<file path="src/obme_pkg.sv">
// ----------------------------------------------------------------------------
// obme_pkg: shared types and constants
// Payload structs, the classified work entry, fixed-point constants and the
// one-body operator element table.
// ----------------------------------------------------------------------------
package obme_pkg;

  // Field widths
  localparam int unsigned NUM_ORB   = 10;
  localparam int unsigned ORB_IDX_W = 4;
  localparam int unsigned FUNC_W    = 3;
  localparam int unsigned COEFF_W   = 16;
  localparam int unsigned ACC_W     = 48;

  // Datapath widths
  localparam int unsigned ELEM_W  = 18;               // Q16 element magnitude, up to 2.0
  localparam int unsigned PROD_W  = 2 * COEFF_W;      // |bra| * |ket|
  localparam int unsigned HI_W    = 32;               // high half times element
  localparam int unsigned LO_W    = COEFF_W + ELEM_W; // low half times element
  localparam int unsigned MAG_W   = 33;               // rounded contribution magnitude
  localparam int unsigned QUEUE_DEPTH = 2;

  // Q16 element magnitudes
  localparam logic [ELEM_W-1:0] Q_ONE  = 18'd65536;
  localparam logic [ELEM_W-1:0] Q_HALF = 18'd32768;
  localparam logic [ELEM_W-1:0] Q_TWO  = 18'd131072;
  localparam logic [ELEM_W-1:0] Q_SQ3  = 18'd113512;
  localparam logic [ELEM_W-1:0] Q_HSQ3 = 18'd56756;

  // Element part and sign codes
  localparam logic PART_IMAG = 1'b0;
  localparam logic PART_REAL = 1'b1;
  localparam logic SGN_POS   = 1'b0;
  localparam logic SGN_NEG   = 1'b1;

  // Operator select
  typedef enum logic [FUNC_W-1:0] {
    OP_LX   = 3'd0,
    OP_LY   = 3'd1,
    OP_LZ   = 3'd2,
    OP_LXSX = 3'd3,
    OP_LYSY = 3'd4,
    OP_LZSZ = 3'd5
  } op_e;

  typedef struct packed {
    logic [FUNC_W-1:0]         func;
    logic [NUM_ORB-1:0]        bra_occ;
    logic signed [COEFF_W-1:0] bra_coeff;
    logic [NUM_ORB-1:0]        ket_occ;
    logic signed [COEFF_W-1:0] ket_coeff;
    logic                      last_pair;
  } in_item_t;

  typedef struct packed {
    logic signed [ACC_W-1:0] sum_real;
    logic signed [ACC_W-1:0] sum_imag;
    logic                    saturated;
  } out_item_t;

  // Table entry
  typedef struct packed {
    logic              hit;
    logic              real_sel;
    logic              neg;
    logic [ELEM_W-1:0] mag;
  } elem_t;

  // Classified pair, front to back; mat is zero for a pair that adds nothing
  typedef struct packed {
    logic               real_sel;
    logic               neg;
    logic [ELEM_W-1:0]  mat;
    logic [COEFF_W-1:0] bra_mag;
    logic [COEFF_W-1:0] ket_mag;
    logic               last;
  } work_t;

  localparam elem_t NO_ELEM = '{hit: 1'b0, real_sel: PART_IMAG, neg: SGN_POS, mag: '0};

  function automatic elem_t mk_elem(logic real_sel, logic neg, logic [ELEM_W-1:0] mag);
    elem_t e;
    e.hit      = 1'b1;
    e.real_sel = real_sel;
    e.neg      = neg;
    e.mag      = mag;
    return e;
  endfunction

  // Matrix element for (operator, src, dst); key nibbles are {src, dst}
  function automatic elem_t elem_lookup(logic [FUNC_W-1:0] func,
                                        logic [ORB_IDX_W-1:0] src,
                                        logic [ORB_IDX_W-1:0] dst);
    logic [2*ORB_IDX_W-1:0] key;
    elem_t e;
    key = {src, dst};
    e   = NO_ELEM;
    case (func)
      OP_LX: begin
        case (key)
          8'h04: e = mk_elem(PART_IMAG, SGN_NEG, Q_ONE);
          8'h15: e = mk_elem(PART_IMAG, SGN_NEG, Q_ONE);
          8'h26: e = mk_elem(PART_IMAG, SGN_POS, Q_SQ3);
          8'h37: e = mk_elem(PART_IMAG, SGN_POS, Q_SQ3);
          8'h28: e = mk_elem(PART_IMAG, SGN_POS, Q_ONE);
          8'h39: e = mk_elem(PART_IMAG, SGN_POS, Q_ONE);
          8'h40: e = mk_elem(PART_IMAG, SGN_POS, Q_ONE);
          8'h51: e = mk_elem(PART_IMAG, SGN_POS, Q_ONE);
          8'h62: e = mk_elem(PART_IMAG, SGN_NEG, Q_SQ3);
          8'h73: e = mk_elem(PART_IMAG, SGN_NEG, Q_SQ3);
          8'h82: e = mk_elem(PART_IMAG, SGN_NEG, Q_ONE);
          8'h93: e = mk_elem(PART_IMAG, SGN_NEG, Q_ONE);
          default: e = NO_ELEM;
        endcase
      end
      OP_LY: begin
        case (key)
          8'h06: e = mk_elem(PART_IMAG, SGN_NEG, Q_SQ3);
          8'h17: e = mk_elem(PART_IMAG, SGN_NEG, Q_SQ3);
          8'h08: e = mk_elem(PART_IMAG, SGN_POS, Q_ONE);
          8'h19: e = mk_elem(PART_IMAG, SGN_POS, Q_ONE);
          8'h24: e = mk_elem(PART_IMAG, SGN_POS, Q_ONE);
          8'h35: e = mk_elem(PART_IMAG, SGN_POS, Q_ONE);
          8'h42: e = mk_elem(PART_IMAG, SGN_NEG, Q_ONE);
          8'h53: e = mk_elem(PART_IMAG, SGN_NEG, Q_ONE);
          8'h60: e = mk_elem(PART_IMAG, SGN_POS, Q_SQ3);
          8'h71: e = mk_elem(PART_IMAG, SGN_POS, Q_SQ3);
          8'h80: e = mk_elem(PART_IMAG, SGN_NEG, Q_ONE);
          8'h91: e = mk_elem(PART_IMAG, SGN_NEG, Q_ONE);
          default: e = NO_ELEM;
        endcase
      end
      OP_LZ: begin
        case (key)
          8'h02: e = mk_elem(PART_IMAG, SGN_POS, Q_ONE);
          8'h13: e = mk_elem(PART_IMAG, SGN_POS, Q_ONE);
          8'h20: e = mk_elem(PART_IMAG, SGN_NEG, Q_ONE);
          8'h31: e = mk_elem(PART_IMAG, SGN_NEG, Q_ONE);
          8'h48: e = mk_elem(PART_IMAG, SGN_NEG, Q_TWO);
          8'h59: e = mk_elem(PART_IMAG, SGN_NEG, Q_TWO);
          8'h84: e = mk_elem(PART_IMAG, SGN_POS, Q_TWO);
          8'h95: e = mk_elem(PART_IMAG, SGN_POS, Q_TWO);
          default: e = NO_ELEM;
        endcase
      end
      OP_LXSX: begin
        case (key)
          8'h05: e = mk_elem(PART_IMAG, SGN_NEG, Q_HALF);
          8'h14: e = mk_elem(PART_IMAG, SGN_NEG, Q_HALF);
          8'h27: e = mk_elem(PART_IMAG, SGN_POS, Q_HSQ3);
          8'h36: e = mk_elem(PART_IMAG, SGN_POS, Q_HSQ3);
          8'h29: e = mk_elem(PART_IMAG, SGN_POS, Q_HALF);
          8'h38: e = mk_elem(PART_IMAG, SGN_POS, Q_HALF);
          8'h41: e = mk_elem(PART_IMAG, SGN_POS, Q_HALF);
          8'h50: e = mk_elem(PART_IMAG, SGN_POS, Q_HALF);
          8'h63: e = mk_elem(PART_IMAG, SGN_NEG, Q_HSQ3);
          8'h72: e = mk_elem(PART_IMAG, SGN_NEG, Q_HSQ3);
          8'h83: e = mk_elem(PART_IMAG, SGN_NEG, Q_HALF);
          8'h92: e = mk_elem(PART_IMAG, SGN_NEG, Q_HALF);
          default: e = NO_ELEM;
        endcase
      end
      OP_LYSY: begin
        case (key)
          8'h07: e = mk_elem(PART_REAL, SGN_POS, Q_HSQ3);
          8'h09: e = mk_elem(PART_REAL, SGN_NEG, Q_HALF);
          8'h16: e = mk_elem(PART_REAL, SGN_NEG, Q_HSQ3);
          8'h18: e = mk_elem(PART_REAL, SGN_POS, Q_HALF);
          8'h25: e = mk_elem(PART_REAL, SGN_NEG, Q_HALF);
          8'h34: e = mk_elem(PART_REAL, SGN_POS, Q_HALF);
          8'h43: e = mk_elem(PART_REAL, SGN_POS, Q_HALF);
          8'h52: e = mk_elem(PART_REAL, SGN_NEG, Q_HALF);
          8'h61: e = mk_elem(PART_REAL, SGN_NEG, Q_HSQ3);
          8'h70: e = mk_elem(PART_REAL, SGN_POS, Q_HSQ3);
          8'h81: e = mk_elem(PART_REAL, SGN_POS, Q_HALF);
          8'h90: e = mk_elem(PART_REAL, SGN_NEG, Q_HALF);
          default: e = NO_ELEM;
        endcase
      end
      OP_LZSZ: begin
        case (key)
          8'h02: e = mk_elem(PART_IMAG, SGN_POS, Q_HALF);
          8'h13: e = mk_elem(PART_IMAG, SGN_NEG, Q_HALF);
          8'h20: e = mk_elem(PART_IMAG, SGN_NEG, Q_HALF);
          8'h31: e = mk_elem(PART_IMAG, SGN_POS, Q_HALF);
          8'h48: e = mk_elem(PART_IMAG, SGN_NEG, Q_ONE);
          8'h59: e = mk_elem(PART_IMAG, SGN_POS, Q_ONE);
          8'h84: e = mk_elem(PART_IMAG, SGN_POS, Q_ONE);
          8'h95: e = mk_elem(PART_IMAG, SGN_NEG, Q_ONE);
          default: e = NO_ELEM;
        endcase
      end
      default: e = NO_ELEM;
    endcase
    return e;
  endfunction

endpackage

</file>
<file path="src/obme_front.sv">
// ----------------------------------------------------------------------------
// obme_front: pair classifier
// Accepts determinant pairs, detects a single excitation, looks up the
// operator element, folds all signs together and pushes the work entry.
// ----------------------------------------------------------------------------
module obme_front import obme_pkg::*; (
  input  logic     in_valid_i,
  output logic     in_stall_o,
  input  in_item_t in_data_i,
  input  logic     queue_full_i,
  output logic     push_o,
  output work_t    work_o
);

  logic [NUM_ORB-1:0]   removed, added, between;
  logic                 single;
  logic [ORB_IDX_W-1:0] src, dst;
  elem_t                elem;
  logic                 parity;
  logic                 bra_neg, ket_neg;

  // Handshake: take a pair whenever the queue has room
  assign in_stall_o = queue_full_i;
  assign push_o     = in_valid_i && !queue_full_i;

  // Excitation detect
  assign removed = in_data_i.ket_occ & ~in_data_i.bra_occ;
  assign added   = in_data_i.bra_occ & ~in_data_i.ket_occ;
  assign single  = (removed != '0) && ((removed & (removed - NUM_ORB'(1))) == '0) &&
                   (added != '0) && ((added & (added - NUM_ORB'(1))) == '0);

  // Orbital index of each one-hot vector
  always_comb begin
    src = '0;
    dst = '0;
    for (int i = 0; i < NUM_ORB; i++) begin
      if (removed[i]) src = ORB_IDX_W'(i);
      if (added[i])   dst = ORB_IDX_W'(i);
    end
  end

  // Fermi sign: ket occupancy strictly between src and dst
  assign between = ((removed - NUM_ORB'(1)) ^ (added - NUM_ORB'(1))) & ~(removed | added);
  assign parity  = ^(in_data_i.ket_occ & between);

  assign elem = elem_lookup(in_data_i.func, src, dst);

  // Coefficient sign and magnitude
  assign bra_neg = in_data_i.bra_coeff[COEFF_W-1];
  assign ket_neg = in_data_i.ket_coeff[COEFF_W-1];

  always_comb begin
    work_o.real_sel = elem.real_sel;
    work_o.neg      = parity ^ bra_neg ^ ket_neg ^ elem.neg;
    work_o.mat      = (single && elem.hit) ? elem.mag : '0;
    work_o.bra_mag  = bra_neg ? (~in_data_i.bra_coeff + COEFF_W'(1)) : in_data_i.bra_coeff;
    work_o.ket_mag  = ket_neg ? (~in_data_i.ket_coeff + COEFF_W'(1)) : in_data_i.ket_coeff;
    work_o.last     = in_data_i.last_pair;
  end

endmodule

</file>
<file path="src/obme_queue.sv">
// ----------------------------------------------------------------------------
// obme_queue: work queue
// Short FIFO of classified pairs between the classifier and the datapath.
// ----------------------------------------------------------------------------
module obme_queue import obme_pkg::*; (
  input  logic  clk_i,
  input  logic  rst_ni,
  input  logic  push_i,
  input  work_t data_i,
  input  logic  pop_i,
  output work_t data_o,
  output logic  full_o,
  output logic  empty_o
);

  localparam int unsigned PTR_W = $clog2(QUEUE_DEPTH);
  localparam int unsigned CNT_W = $clog2(QUEUE_DEPTH + 1);

  work_t            mem_q [QUEUE_DEPTH];
  logic [PTR_W-1:0] wr_ptr_q, wr_ptr_d, rd_ptr_q, rd_ptr_d;
  logic [CNT_W-1:0] cnt_q, cnt_d;

  assign full_o  = (cnt_q == CNT_W'(QUEUE_DEPTH));
  assign empty_o = (cnt_q == '0);
  assign data_o  = mem_q[rd_ptr_q];

  // Pointer and fill count update
  always_comb begin
    wr_ptr_d = push_i ? wr_ptr_q + 1'b1 : wr_ptr_q;
    rd_ptr_d = pop_i  ? rd_ptr_q + 1'b1 : rd_ptr_q;
    cnt_d    = cnt_q + CNT_W'(push_i) - CNT_W'(pop_i);
  end

  always_ff @(posedge clk_i or negedge rst_ni) begin
    if (!rst_ni) begin
      wr_ptr_q <= '0;
      rd_ptr_q <= '0;
      cnt_q    <= '0;
    end else begin
      wr_ptr_q <= wr_ptr_d;
      rd_ptr_q <= rd_ptr_d;
      cnt_q    <= cnt_d;
    end
  end

  // Storage
  always_ff @(posedge clk_i) begin
    if (push_i) begin
      mem_q[wr_ptr_q] <= data_i;
    end
  end

endmodule

</file>
<file path="src/obme_back.sv">
// ----------------------------------------------------------------------------
// obme_back: multiply and accumulate datapath
// Coefficient product, scaling by the element with rounding, saturating
// complex accumulation and the result register.
// ----------------------------------------------------------------------------
module obme_back import obme_pkg::*; (
  input  logic      clk_i,
  input  logic      rst_ni,
  input  work_t     work_i,
  input  logic      avail_i,
  output logic      pop_o,
  output logic      out_valid_o,
  input  logic      out_stall_i,
  output out_item_t out_data_o
);

  localparam logic signed [ACC_W-1:0] ACC_MAX = {1'b0, {(ACC_W-1){1'b1}}};
  localparam logic signed [ACC_W-1:0] ACC_MIN = {1'b1, {(ACC_W-1){1'b0}}};
  localparam logic [MAG_W-1:0] MAG_LIMIT = (MAG_W'(1) << 31) + (MAG_W'(1) << 17);
  localparam logic [LO_W-1:0]  RND_HALF  = LO_W'(32768);

  logic adv;

  // Stage 1: coefficient product
  logic               v1_q;
  logic [PROD_W-1:0]  m1_q;
  logic [ELEM_W-1:0]  mat1_q;
  logic               neg1_q, real1_q, last1_q;

  // Stage 2: partial products with the element
  logic               v2_q;
  logic [HI_W-1:0]    phi_q;
  logic [LO_W-1:0]    plo_q;
  logic               neg2_q, real2_q, last2_q;
  logic [HI_W-1:0]    phi_full;

  // Stage 3: rounded magnitude
  logic               v3_q;
  logic [MAG_W-1:0]   mag3_q;
  logic               neg3_q, real3_q, last3_q;
  logic [LO_W-1:0]    lo_rnd;

  // Accumulators and result
  logic signed [ACC_W-1:0] acc_real_q, acc_real_d, acc_imag_q, acc_imag_d;
  logic signed [ACC_W-1:0] real_new, imag_new, add_res;
  logic signed [ACC_W:0]   acc_ext, mag_ext, sum;
  logic                    sat_q, sat_d, sat_new, ovf;
  logic                    out_valid_q;
  out_item_t               out_data_q;

  // Whole pipeline moves unless a finished result is held up
  assign adv   = !out_valid_q || !out_stall_i;
  assign pop_o = avail_i && adv;

  // High half times element peaks at 2^31, so it fits the high product word
  assign phi_full = HI_W'(m1_q[PROD_W-1:COEFF_W]) * HI_W'(mat1_q);
  assign lo_rnd   = plo_q + RND_HALF;

  // Pipeline valid bits
  always_ff @(posedge clk_i or negedge rst_ni) begin
    if (!rst_ni) begin
      v1_q <= 1'b0;
      v2_q <= 1'b0;
      v3_q <= 1'b0;
    end else if (adv) begin
      v1_q <= pop_o;
      v2_q <= v1_q;
      v3_q <= v2_q;
    end
  end

  // Pipeline payload
  always_ff @(posedge clk_i) begin
    if (adv) begin
      m1_q    <= PROD_W'(work_i.bra_mag) * PROD_W'(work_i.ket_mag);
      mat1_q  <= work_i.mat;
      neg1_q  <= work_i.neg;
      real1_q <= work_i.real_sel;
      last1_q <= work_i.last;

      phi_q   <= phi_full;
      plo_q   <= LO_W'(m1_q[COEFF_W-1:0]) * LO_W'(mat1_q);
      neg2_q  <= neg1_q;
      real2_q <= real1_q;
      last2_q <= last1_q;

      mag3_q  <= MAG_W'(phi_q) + MAG_W'(lo_rnd[LO_W-1:16]);
      neg3_q  <= neg2_q;
      real3_q <= real2_q;
      last3_q <= last2_q;
    end
  end

  // Saturating add into the selected accumulator
  always_comb begin
    acc_ext = real3_q ? {acc_real_q[ACC_W-1], acc_real_q} : {acc_imag_q[ACC_W-1], acc_imag_q};
    mag_ext = signed'((ACC_W+1)'(mag3_q));
    sum     = neg3_q ? acc_ext - mag_ext : acc_ext + mag_ext;
    ovf     = (sum[ACC_W] != sum[ACC_W-1]);
    add_res = ovf ? (sum[ACC_W] ? ACC_MIN : ACC_MAX) : sum[ACC_W-1:0];

    real_new = (v3_q && real3_q)  ? add_res : acc_real_q;
    imag_new = (v3_q && !real3_q) ? add_res : acc_imag_q;
    sat_new  = sat_q || (v3_q && ovf);

    acc_real_d = acc_real_q;
    acc_imag_d = acc_imag_q;
    sat_d      = sat_q;
    if (adv && v3_q) begin
      if (last3_q) begin
        acc_real_d = '0;
        acc_imag_d = '0;
        sat_d      = 1'b0;
      end else begin
        acc_real_d = real_new;
        acc_imag_d = imag_new;
        sat_d      = sat_new;
      end
    end
  end

  always_ff @(posedge clk_i or negedge rst_ni) begin
    if (!rst_ni) begin
      acc_real_q  <= '0;
      acc_imag_q  <= '0;
      sat_q       <= 1'b0;
      out_valid_q <= 1'b0;
    end else begin
      acc_real_q <= acc_real_d;
      acc_imag_q <= acc_imag_d;
      sat_q      <= sat_d;
      if (adv) begin
        out_valid_q <= v3_q && last3_q;
      end
    end
  end

  // Result register
  always_ff @(posedge clk_i) begin
    if (adv && v3_q && last3_q) begin
      out_data_q.sum_real  <= real_new;
      out_data_q.sum_imag  <= imag_new;
      out_data_q.saturated <= sat_new;
    end
  end

  assign out_valid_o = out_valid_q;
  assign out_data_o  = out_data_q;

  // Closing pair empties the accumulators
  a_clear_on_last: assert property (@(posedge clk_i) disable iff (!rst_ni)
    adv && v3_q && last3_q |=> acc_real_q == '0 && acc_imag_q == '0 && !sat_q)
    else $error("accumulators not cleared after closing pair");

  // Closing pair lands in the result register
  a_emit_on_last: assert property (@(posedge clk_i) disable iff (!rst_ni)
    adv && v3_q && last3_q |=> out_valid_q)
    else $error("closing pair produced no result");

  // Rounded contribution stays within its analytic bound
  a_mag_bound: assert property (@(posedge clk_i) disable iff (!rst_ni)
    v3_q |-> mag3_q <= MAG_LIMIT)
    else $error("contribution magnitude out of range");

endmodule

</file>
<file path="src/one_body_operator_matrix_element.sv">
// ----------------------------------------------------------------------------
// one_body_operator_matrix_element: one-body operator matrix element engine
// Takes one bra/ket determinant pair per cycle while the queue has room. A
// pair that differs by a single moved electron picks up the Lx, Ly, Lz,
// LxSx, LySy or LzSz element for that move, scaled by the Fermi sign and both
// coefficients, and adds it to 48-bit saturating complex accumulators; the
// pair marked last emits the sum and clears it. A closing pair passes the
// queue, the product, partial-product and rounding stages and the accumulate
// step before its result appears. A stalled result freezes the datapath and
// the two-entry work queue then fills, after which input is stalled.
// ----------------------------------------------------------------------------
module one_body_operator_matrix_element import obme_pkg::*; (
  input  logic      clk_i,
  input  logic      rst_ni,
  input  logic      in_valid_i,
  output logic      in_stall_o,
  input  in_item_t  in_data_i,
  output logic      out_valid_o,
  input  logic      out_stall_i,
  output out_item_t out_data_o
);

  logic  push, pop, queue_full, queue_empty;
  work_t work_in, work_out;

  // Classifier
  obme_front u_front (
    .in_valid_i   (in_valid_i),
    .in_stall_o   (in_stall_o),
    .in_data_i    (in_data_i),
    .queue_full_i (queue_full),
    .push_o       (push),
    .work_o       (work_in)
  );

  // Work queue
  obme_queue u_queue (
    .clk_i   (clk_i),
    .rst_ni  (rst_ni),
    .push_i  (push),
    .data_i  (work_in),
    .pop_i   (pop),
    .data_o  (work_out),
    .full_o  (queue_full),
    .empty_o (queue_empty)
  );

  // Datapath and accumulators
  obme_back u_back (
    .clk_i       (clk_i),
    .rst_ni      (rst_ni),
    .work_i      (work_out),
    .avail_i     (!queue_empty),
    .pop_o       (pop),
    .out_valid_o (out_valid_o),
    .out_stall_i (out_stall_i),
    .out_data_o  (out_data_o)
  );

endmodule

</file>
<file path="config.mk">
export PLATFORM = sky130hd
export DESIGN_NAME = one_body_operator_matrix_element
export DESIGN_NICKNAME = d
export VERILOG_FILES = /design/src/obme_pkg.sv /design/src/obme_front.sv /design/src/obme_queue.sv /design/src/obme_back.sv /design/src/one_body_operator_matrix_element.sv
export SDC_FILE = /design/constraint.sdc
export NUM_CORES = 2
export LEC_CHECK = 0
export BUFFER_PORTS_ARGS = -buffer_cell sky130_fd_sc_hd__buf_2
export CAP_MARGIN = 10
export CORE_AREA = 8 8 234 405
export DETAILED_ROUTE_END_ITERATION = 6
export DIE_AREA = 0 0 242 413
export PLACE_DENSITY = 0.66
export SLEW_MARGIN = 5
export SYNTH_ARGS = -nofsm -noshare
export SYNTH_HDL_FRONTEND = slang
export SYNTH_SLANG_ARGS = --single-unit
export TNS_END_PERCENT = 10
</file>
<file path="constraint.sdc">
create_clock -name clk_i -period 18.45 [get_ports clk_i]
set_clock_uncertainty 0.05 [all_clocks]
set_input_delay 1.845 -clock clk_i [delete_from_list [all_inputs] [get_ports clk_i]]
set_output_delay 1.845 -clock clk_i [all_outputs]
set_load 0.02 [all_outputs]
</file>
==> results.cfg <==
[outcome]
status = finished, final reports clean

[logic_synthesis]
yosysSeqAreaShare = 0.268
yosysTopAreaCell = fa_1
ys_ff_latch = 413
synth_cell_types = 82
syn-num-nets = 5496
synth_top_cell_area_share = 0.241
syn_inst = 4496
yosys_warnings = 0
synth_ff_type = edfxtp_1
synth_common_cells = inv_1, nand2_1, fa_1, ha_1, edfxtp_1
yosysMostFrequentCell = inv_1
synth_edf_count = 308
async_reset_ff_frac = 0.254
syn_area_per_cell_sq_um = 9.84
syn_area_sq_um = 44200
synthTopCellsByArea = fa_1, edfxtp_1, ha_1

[setup_path]
crit_path_start_kind = flip-flop
worstPathRequired_ps = 18730
crit_end = u_back.m1_q[30]
arrival_ps = 8750
cp-end-kind = flip-flop
crit_fanout = 55
rr_startpoint = u_queue.rd_ptr_q
worstSetupPathType = flip-flop to flip-flop
reg2reg_slack_ps = 9980
cp-startpoint = u_queue.rd_ptr_q
worstRegToRegCells = 24
r2r_end = u_back.m1_q[30]

[placement]
dp_hpwl_um = 95400
gp_congestion = 0.979
place_area_sq_um = 46300
port_buffers = 158
dp_slack_ps = 9990

[timing]
hold_viol = 0
timing.final.crit_share = 0.459
finalSetupViolCount = 0
min_period_ps = 8470
fin_ws_ps = 9980
drv_slew = 0
rsz0062_at_grt = false
slew-limit-headroom = 0.229
fmax_ghz = 0.118
fin_tns_setup_ps = 0
worst_slew_pin_slew_ps = 1120

[floorplan]
io_pins = 159
chipHeight_um = 413
design.core.area_sq_um = 88900
start_util = 0.498
die_w_um = 242
rows = 145
design.die.area_sq_um = 99900

[clock_tree]
clkTransAtPathRegs_ps = 70
post_cts_buffers = 0
cts.path.max_buffers = 3
ctsResizeCount = 0
postCtsHoldBufs = 0
cts_inserted_buffers = 42
worst_skew_pair.late_latency_ps = 590
cts_root_buf = clkbuf_16
htree_levels = 2
cts.sinks = 413
cts_tree = yes

[hold_path]
hp-class = flip-flop to flip-flop
worstHoldStart = u_back.real2_q

[detailed_routing]
routed_via_density = 5.46
wire_per_inst_um = 19.4
drt_iter0_drc = 1527
ant_nets = 0
drc = 0
firstDrtPassIters = 7
vias = 31800
drt-total-wl_um = 113000

[cells_and_area]
area_delta_synth_final_pct = 7.78
num_antenna_cells = 0
stdcell_area_sq_um = 47700
drive_gt1_frac = 0.0847
fin_nets = 5616

[global_route]
grt_pass1_wl_um = 179000
grt_pass1_vias = 34400
grt.overflow.total = 0
grt_max_degree = 132
grt_usage = 0.225
antenna_found_initial = 1

[run]
cap_violations = 0
[layout make-up]
class	count	area (sq um)
Fill cell	8084	41200
Clock inverter	21	178
Timing Repair Buffer	194	1100
Inverter	782	2940
Tap cell	1176	1470
Sequential cell	413	11900
Multi-Input combinational cell	3183	29000
Clock buffer	57	1130
[per-stage QoR]
stage	util	hold slack, ps	std cells
final	0.536	367	5826
after global routing	0.536	386	5826
after CTS	0.536	372	5825
after detailed placement	0.521	355	5747
after global placement	0.521	355	5747
after floorplan	-	350	4496
[placed cells by master, fill, tap and decap left out, types with 157 or more instances in the layout]
cell	n
a21oi_1	164
buf_2	157
edfxtp_1	308
fa_1	532
ha_1	408
inv_1	780
nand2_1	558
nor2_1	269
o21ai_0	201
xnor2_1	178
[logic make-up after synthesis]
group                      synth area share
and+or+nand+nor                       0.119
DFF                                   0.268
xor gates and xnor gates             0.0501
AOI/OAI and AO/OA                    0.0964
buffers and inverters                0.0771
adders and majority gates             0.358
muxes                                0.0311
[flip-flops by register name (all words and copies together) (netlist names), 2 cells and up]
| register | flops |
|---|---|
| u_queue.mem_q | 82 |
| u_back.mat1_q | 6 |
| u_queue.cnt_q | 2 |
| u_back.out_data_o | 97 |
| u_back.acc_imag_q | 48 |
| u_back.m1_q | 32 |
| u_back.plo_q | 19 |
| u_back.phi_q | 30 |
| u_back.acc_real_q | 48 |
| u_back.mag3_q | 33 |
[worst min path at each step]
stage	to	slack (ps)	depth (start not counted)
after floorplan	u_back.last2_q	350	0
after global placement	u_back.neg2_q	350	0
after detailed placement	u_back.real3_q	350	0
after CTS	u_back.real3_q	370	0
after global routing	u_back.real3_q	390	0
final	u_back.real3_q	370	0
[worst max-delay path, stage by stage, from the launching register on]
cell	delay [ps]
dfrtp_4	570
buf_4	660
mux2i_1	940
nor2_1	150
fa_1	550
inv_1	50
fa_1	480
fa_1	510
fa_1	540
inv_1	50
fa_1	470
inv_1	50
fa_1	470
inv_1	40
ha_1	350
and3_1	220
and3_1	170
a32oi_1	270
a31oi_1	200
a21oi_1	290
o21bai_1	150
or4_1	430
a31o_2	240
a21oi_1	160
xnor2_1	80
[routing by layer]
| metal | up-vias | GRT usage | share of wire |
|---|---|---|---|
| met1 | 15600 | 0.208 | 0.33 |
| li1 | 15000 | - | - |
| met2 | 854 | 0.453 | 0.56 |
| met4 | 2 | 0.155 | 0.077 |
| met5 | - | 0 | 0.00011 |
| met3 | 361 | 0.0240 | 0.030 |
Power is not shown: default switching activity piles up to over one toggle a cycle in this logic, so the estimate is an artifact.
